==> src/rtl/bqlp_pkg.sv <==
// ----------------------------------------------------------------------------
// bqlp_pkg
// Shared types and constants for the biquad low-pass filter: history format,
// saturation limits and configuration register indexes.
// ----------------------------------------------------------------------------
`default_nettype none

package bqlp_pkg;

  // Histories and output are signed Q16.8.
  localparam int HIST_BITS = 24;
  localparam int HIST_FRAC = 8;

  // Register widths.
  localparam int GAIN_BITS = 16;
  localparam int FB_BITS   = 18;
  localparam int CFG_BITS  = 18;
  localparam int CFG_IDX_BITS = 2;

  typedef logic signed [HIST_BITS-1:0] hist_t;
  typedef logic        [GAIN_BITS-1:0] gain_t;
  typedef logic signed [FB_BITS-1:0]   fb_t;
  typedef logic signed [HIST_BITS+FB_BITS-1:0] fb_prod_t;

  localparam hist_t HIST_MAX = 24'sh7FFFFF;
  localparam hist_t HIST_MIN = 24'sh800000;

  typedef enum logic [CFG_IDX_BITS-1:0] {
    CFG_INPUT_GAIN   = 2'd0,
    CFG_FEEDBACK_ONE = 2'd1,
    CFG_FEEDBACK_TWO = 2'd2,
    CFG_BURN_IN      = 2'd3
  } cfg_idx_t;

endpackage

`default_nettype wire

==> src/rtl/biquad_lowpass_filter.sv <==
// ----------------------------------------------------------------------------
// biquad_lowpass_filter
// Second-order IIR low-pass (numerator 1,2,1, programmable feedback b1, b2)
// with an unsigned input gain and saturating Q16.8 output.
// ----------------------------------------------------------------------------
// The block takes one signed sample per input transaction and returns one
// filtered Q16.8 value per sample, in order. Each sample is scaled by
// input_gain (Q0.16), rounded to 8 fraction bits and saturated to 24 bits,
// then filtered by y = x + 2*x1 + x2 - b1*y1 - b2*y2, where the sum is formed
// exactly and rounded (to nearest, ties up) and saturated to 24 bits. The
// first sample after reset only primes the histories: with burn_in set it
// fills them with the scaled sample and returns it, otherwise it returns zero.
// Throughput is one sample per clock cycle while results are taken. An item
// passes three registers in order (input register, scaled-sample register,
// result register), and out_tvalid rises once it reaches the result register.
// The cycle time is set by the feedback path, where the two 18x24
// coefficient products of the previous results are summed, rounded and
// saturated before they are stored back into the history. Each stage holds
// its item while the stage after it is full, so the input keeps accepting
// transactions while a result waits on out_tready, until all three stages
// are occupied. Configuration must be written only while the block is idle.
`default_nettype none

module biquad_lowpass_filter #(
  parameter int SAMPLE_BITS    = 16,
  parameter int COEF_FRAC_BITS = 16
) (
  input  wire logic clk,
  input  wire logic rst_n,

  input  wire logic                                  cfg_wen,
  input  wire logic [bqlp_pkg::CFG_IDX_BITS-1:0]     cfg_index,
  input  wire logic [bqlp_pkg::CFG_BITS-1:0]         cfg_wdata,

  input  wire logic                                  in_tvalid,
  output      logic                                  in_tready,
  // Fields from bit 0 up: sample (SAMPLE_BITS, signed), zero padding.
  input  wire logic [((SAMPLE_BITS+7)/8)*8-1:0]      in_tdata,

  output      logic                                  out_tvalid,
  input  wire logic                                  out_tready,
  // Fields from bit 0 up: filtered (24 bits, signed Q16.8).
  output      logic [bqlp_pkg::HIST_BITS-1:0]        out_tdata
);

  import bqlp_pkg::*;

  // Gain product is sample times a zero-extended gain; XW leaves room for the
  // rounding add and for the saturation limits.
  localparam int GPW = SAMPLE_BITS + GAIN_BITS + 1;
  localparam int XW  = (GPW + 1 > HIST_BITS + 1) ? GPW + 1 : HIST_BITS + 1;
  localparam int XSH = COEF_FRAC_BITS - HIST_FRAC;

  // The numerator sum x + 2*x1 + x2 needs HIST_BITS+2 bits before scaling.
  localparam int NW  = HIST_BITS + 2 + COEF_FRAC_BITS;
  localparam int PW  = HIST_BITS + FB_BITS;
  localparam int AW  = ((NW > PW) ? NW : PW) + 3;

  localparam logic signed [XW-1:0] X_HALF = XW'(1) <<< (XSH - 1);
  localparam logic signed [XW-1:0] X_MAX  = XW'(HIST_MAX);
  localparam logic signed [XW-1:0] X_MIN  = XW'(HIST_MIN);
  localparam logic signed [AW-1:0] A_HALF = AW'(1) <<< (COEF_FRAC_BITS - 1);
  localparam logic signed [AW-1:0] A_MAX  = AW'(HIST_MAX);
  localparam logic signed [AW-1:0] A_MIN  = AW'(HIST_MIN);

  // Configuration registers.
  gain_t gain_r;
  fb_t   fb_one_r;
  fb_t   fb_two_r;
  logic  burn_in_r;

  // Pipeline registers.
  logic                          s_v_r;
  logic signed [SAMPLE_BITS-1:0] s_r;
  logic                          x_v_r;
  hist_t                         x_r;
  logic                          out_v_r;
  hist_t                         out_data_r;

  // Filter state.
  logic  started_r;
  hist_t in_hist_one_r;
  hist_t in_hist_two_r;
  hist_t out_hist_one_r;
  hist_t out_hist_two_r;

  // Stage handshakes: a stage can take an item when it is empty or when its
  // content moves on in the same cycle.
  logic out_rdy;
  logic x_rdy;
  logic s_rdy;
  logic out_load;

  assign out_rdy  = !out_v_r || out_tready;
  assign x_rdy    = !x_v_r || out_rdy;
  assign s_rdy    = !s_v_r || x_rdy;
  assign out_load = x_v_r && out_rdy;

  assign in_tready  = s_rdy;
  assign out_tvalid = out_v_r;
  assign out_tdata  = out_data_r;

  // Configuration writes.
  always_ff @(posedge clk) begin
    if (!rst_n) begin
      gain_r    <= '0;
      fb_one_r  <= '0;
      fb_two_r  <= '0;
      burn_in_r <= 1'b0;
    end else if (cfg_wen) begin
      unique case (cfg_idx_t'(cfg_index))
        CFG_INPUT_GAIN:   gain_r    <= cfg_wdata[GAIN_BITS-1:0];
        CFG_FEEDBACK_ONE: fb_one_r  <= cfg_wdata[FB_BITS-1:0];
        CFG_FEEDBACK_TWO: fb_two_r  <= cfg_wdata[FB_BITS-1:0];
        CFG_BURN_IN:      burn_in_r <= cfg_wdata[0];
        default:          burn_in_r <= burn_in_r;
      endcase
    end
  end

  // Input register.
  always_ff @(posedge clk) begin
    if (!rst_n) begin
      s_v_r <= 1'b0;
    end else if (s_rdy) begin
      s_v_r <= in_tvalid;
    end
  end

  always_ff @(posedge clk) begin
    if (in_tvalid && s_rdy) begin
      s_r <= in_tdata[SAMPLE_BITS-1:0];
    end
  end

  // Scaled sample: round(sample * gain / 2^XSH), saturated to the history range.
  logic signed [GPW-1:0] gain_prod;
  logic signed [XW-1:0]  x_round;
  hist_t                 x_nxt;

  assign gain_prod = $signed(s_r) * $signed({1'b0, gain_r});
  assign x_round   = (XW'(gain_prod) + X_HALF) >>> XSH;

  always_comb begin
    if (x_round > X_MAX) begin
      x_nxt = HIST_MAX;
    end else if (x_round < X_MIN) begin
      x_nxt = HIST_MIN;
    end else begin
      x_nxt = x_round[HIST_BITS-1:0];
    end
  end

  always_ff @(posedge clk) begin
    if (!rst_n) begin
      x_v_r <= 1'b0;
    end else if (x_rdy) begin
      x_v_r <= s_v_r;
    end
  end

  always_ff @(posedge clk) begin
    if (s_v_r && x_rdy) begin
      x_r <= x_nxt;
    end
  end

  // Filter stage: exact sum at HIST_FRAC+COEF_FRAC_BITS fraction bits.
  fb_prod_t             prod_one;
  fb_prod_t             prod_two;
  logic signed [AW-1:0] num_sum;
  logic signed [AW-1:0] acc;
  logic signed [AW-1:0] acc_round;
  hist_t                y_filt;
  hist_t                y_nxt;

  assign prod_one  = fb_one_r * out_hist_one_r;
  assign prod_two  = fb_two_r * out_hist_two_r;
  assign num_sum   = AW'(x_r) + (AW'(in_hist_one_r) <<< 1) + AW'(in_hist_two_r);
  assign acc       = (num_sum <<< COEF_FRAC_BITS) - AW'(prod_one) - AW'(prod_two);
  assign acc_round = (acc + A_HALF) >>> COEF_FRAC_BITS;

  always_comb begin
    if (acc_round > A_MAX) begin
      y_filt = HIST_MAX;
    end else if (acc_round < A_MIN) begin
      y_filt = HIST_MIN;
    end else begin
      y_filt = acc_round[HIST_BITS-1:0];
    end
  end

  // The first sample only primes the histories.
  always_comb begin
    if (!started_r) begin
      y_nxt = burn_in_r ? x_r : '0;
    end else begin
      y_nxt = y_filt;
    end
  end

  always_ff @(posedge clk) begin
    if (!rst_n) begin
      out_v_r        <= 1'b0;
      started_r      <= 1'b0;
      in_hist_one_r  <= '0;
      in_hist_two_r  <= '0;
      out_hist_one_r <= '0;
      out_hist_two_r <= '0;
    end else begin
      if (out_rdy) begin
        out_v_r <= x_v_r;
      end
      if (out_load) begin
        started_r      <= 1'b1;
        in_hist_one_r  <= x_r;
        out_hist_one_r <= y_nxt;
        if (!started_r) begin
          in_hist_two_r  <= y_nxt;
          out_hist_two_r <= y_nxt;
        end else begin
          in_hist_two_r  <= in_hist_one_r;
          out_hist_two_r <= out_hist_one_r;
        end
      end
    end
  end

  always_ff @(posedge clk) begin
    if (out_load) begin
      out_data_r <= y_nxt;
    end
  end

  // Once a sample has passed, the filter stays out of its priming mode.
  a_started_stays: assert property (@(posedge clk) disable iff (!rst_n)
    started_r |=> started_r)
    else $error("started flag dropped without reset");

  // A result only appears when the scaled-sample stage held an item.
  a_out_from_x: assert property (@(posedge clk) disable iff (!rst_n)
    $rose(out_v_r) |-> $past(x_v_r))
    else $error("result became valid without a scaled sample");

  // The most recent output history is the value just presented.
  a_hist_matches_out: assert property (@(posedge clk) disable iff (!rst_n)
    out_load |=> (out_hist_one_r == out_data_r) && out_v_r)
    else $error("output history differs from delivered result");

  // A stalled result is not overwritten by the stage behind it.
  a_no_overwrite: assert property (@(posedge clk) disable iff (!rst_n)
    (out_v_r && !out_tready) |-> !out_load)
    else $error("result register loaded while stalled");

endmodule

`default_nettype wire
==> config.mk <==
export PLATFORM = sky130hd
export DESIGN_NAME = biquad_lowpass_filter
export DESIGN_NICKNAME = d
export VERILOG_FILES = /design/src/rtl/bqlp_pkg.sv /design/src/rtl/biquad_lowpass_filter.sv
export SDC_FILE = /design/constraint.sdc
export NUM_CORES = 2
export LEC_CHECK = 0
export BUFFER_PORTS_ARGS = -buffer_cell sky130_fd_sc_hd__buf_2
export CAP_MARGIN = 0
export CELL_PAD_IN_SITES_DETAIL_PLACEMENT = 1
export CELL_PAD_IN_SITES_GLOBAL_PLACEMENT = 2
export CORE_MARGIN = 3
export CORE_UTILIZATION = 42
export DETAILED_ROUTE_END_ITERATION = 8
export MAX_ROUTING_LAYER = met4
export PLACE_DENSITY = 0.79
export SLEW_MARGIN = 20
export SYNTH_ARGS = -nofsm -noshare
export SYNTH_HDL_FRONTEND = slang
export SYNTH_SLANG_ARGS = --single-unit
==> constraint.sdc <==
create_clock -name clk -period 11.67 [get_ports clk]
set_input_delay 1.167 -clock clk [delete_from_list [all_inputs] [get_ports clk]]
set_output_delay 1.167 -clock clk [all_outputs]
set_load 0.005 [all_outputs]
==> qor.yml <==
routing:
  wl_um: 160000
  drt_pass1_iterations: 5
  vias: 37300
  wl_per_cell_um: 22.4
  vias_per_cell: 5.22
  postRouteAntennaNets: 0
  drtIter0Drc: 2053
  drc: 0
sta:
  finalSetupViolations: 0
  rsz0062_at_grt: "false"
  finalClockSkew_ps: 49.5
  setup_tns_ps: 0
  maxSlewHeadroom_pct: 24.7
  post-route-min-period_ps: 10740
  maxSlewViolCount: 0
  fmax_mhz: 93.1
  finalCritPeriodShare_pct: 92.0
  hold_viol: 0
  worst_slew_pin_slew_ps: 1130
setup_path:
  end_kind: "register"
  cp_slowest_cell: "o211ai_4"
  startpoint_type: "register"
  worstPathMaxFanout: 33
  arrival_ps: 11060
  required_ps: 11990
  ff2ff_setup_slack_ps: 930
  crit_path_max_incr_delay_ps: 810
  crit_type: "register to register"
global_routing:
  grt_pass1_wl_um: 253000
  grt_pass1_vias: 42300
  antenna_found_initial: 8
  overflow: 0
  track_usage_pct: 26.8
  grt_max_degree: 103
finish:
  final_cell_mix: "1272 x inv_1, 1231 x fa_1, 811 x nand2_1, 510 x and2_1, 350 x ha_1"
  drive_gt1_share_pct: 4.29
  syn_to_final_growth_pct: 5.46
  final_common_cell: "inv_1"
  num-nets-final: 7129
power:
  power_mw: 5.21
  cellLeakagePower_nw: 23.9
  powerDensity_nw_per_um2: 94.9
  ir_worst_vdd_mv: 0.113
clock_tree:
  holdBufCountCts: 0
  clockBufferDepth: 3
  insertion_delay_ps: 580
  cts-root-buf: "clkbuf_16"
  h-tree-depth: 1
  clk_pin_slew_worst_paths_ps: 70
  cts.sinks: 217
  cts_tree: "done"
  cts_resized: 0
  post_cts_buffers: 0
  cts_inserted_buffers: 26
hold_path:
  hp-class: "register to register"
synthesis:
  synthFlopType: "dfxtp_1"
  netlist_area_sq_um: 52100
  synth_seq_cells: 217
  synth_cell_types: 73
  avgSynthCellArea_sq_um: 9.29
  async_flop_share_pct: 0
  synth-edff-count: 64
  synthCells: 5608
  yosysWarnings: 0
  synthesis.nets: 7230
  synth_seq_area_share_pct: 9.57
floorplanning:
  fp.dieW_um: 358
  start_util_pct: 42.6
  core.rowCount: 128
  die_y_um: 358
  ios: 67
  core-area_sq_um: 122000
  die_area_sq_um: 128000
placed_design:
  dp_hpwl_um: 135000
  io_buffers: 66
  place.gp.congestion: 0.920
run:
  drv_cap: 0
run_status:
  outcome: "complete, no violations"
worst max-delay path, delay by kind of cell (launching register included):
family / cells / cell delay [ps]
simple gates: 4 / 1150
xor+xnor: 2 / 570
fa+ha+maj: 10 / 4520
flops: 1 / 370
compound gates: 11 / 2810
buf+inv: 10 / 1060
cell families (layout without fill, tap and decap cells):
group,count (synthesis),count (layout),share of synthesized area (%)
compound gates,534,534,6.89
mux,4,4,0.0769
fa+ha+maj,1581,1581,55.7
flops,217,217,9.57
xor+xnor,82,82,1.38
buf+inv,1556,1475,11.3
simple gates,1634,1634,15.1
other cells,0,7,0
path summary, 6_finish.rpt:
kind               from       endpoint  cells past startpoint
max              x_r[1]  out_tdata[20]                     37
min          gain_r[10]     gain_r[10]                      2
max reg2reg      x_r[1]  out_tdata[20]                     37
min reg2reg  gain_r[10]     gain_r[10]                      2
report_power, final:
group,internal (mW),total [mW],leakage (nW),switching (mW)
sequential,0.847,0.995,1.86,0.149
combinational,1.18,3.38,21.7,2.20
clock,0.473,0.835,0.418,0.362
total,2.50,5.21,23.9,2.71
cell usage after synthesis (all sizes together), types with 4 or more instances:
cell type	count	area, sq um
a21oi	137	686
dfxtp	153	3060
nand4	17	113
nand3	41	210
o2111ai	5	43.8
clkbuf	267	1010
xor2	27	236
nor3	17	85.1
a221oi	4	52.6
a21o	46	345
mux2i	4	40.0
fa	1231	24600
a31oi	10	62.6
nand2b	26	163
nand2	811	3040
a21boi	85	638
nor2b	41	257
a211oi	10	75.1
a2bb2oi	8	70.1
o211ai	11	87.6
nor2	128	488
inv	1273	4780
or2	6	37.5
a41oi	38	438
o21ai	126	631
and3	22	138
o21a	17	128
buf	15	87.6
edfxtp	64	1920
o21bai	5	37.5
xnor2	55	482
and2	510	3190
ha	350	4380
layer usage:
| layer | global-route usage [%] | up-vias | routed length [um] |
|---|---|---|---|
| met3 | 5.32 | 169 | 10800 |
| met2 | 43.3 | 818 | 76600 |
| met1 | 35.5 | 19900 | 69600 |
| met4 | 4.93 | 0 | 3180 |
| met5 | - | - | 0 |
| li1 | - | 16400 | - |
cell type report:
| type | count | area (sq um) |
|---|---|---|
| inverters | 1274 | 4790 |
| repair buffers | 153 | 986 |
| well taps | 1625 | 2030 |
| clock buffers | 33 | 698 |
| clock inverters | 15 | 154 |
| flip-flops and latches | 217 | 4990 |
| fillers | 14100 | 67400 |
| multi-input cells | 3835 | 41200 |
| diodes | 7 | 17.5 |
state kept, by name (all words and copies together) (netlist names):
signal / cells
burn_in_r: 1
fb_one_r: 18
fb_two_r: 18
gain_r: 16
in_hist_one_r: 24
in_hist_two_r: 24
out_hist_one_r: 24
out_hist_two_r: 24
out_tdata: 24
out_tvalid: 1
s_r: 16
s_v_r: 1
started_r: 1
x_r: 24
x_v_r: 1
per-stage QoR:
stage	cell area, sq um	util [%]	cells	hold WS [ps]	setup slack, ps
2_1_floorplan	52100	-	5608	457	2480
3_3_place_gp	54000	44.2	7104	453	1170
3_5_place_dp	54000	44.2	7104	461	950
4_1_cts	54900	44.9	7152	469	971
5_1_grt	54900	44.9	7157	491	170
6_report	54900	44.9	7159	464	932
No activity file was read; power rests on OpenSTA's default activity.
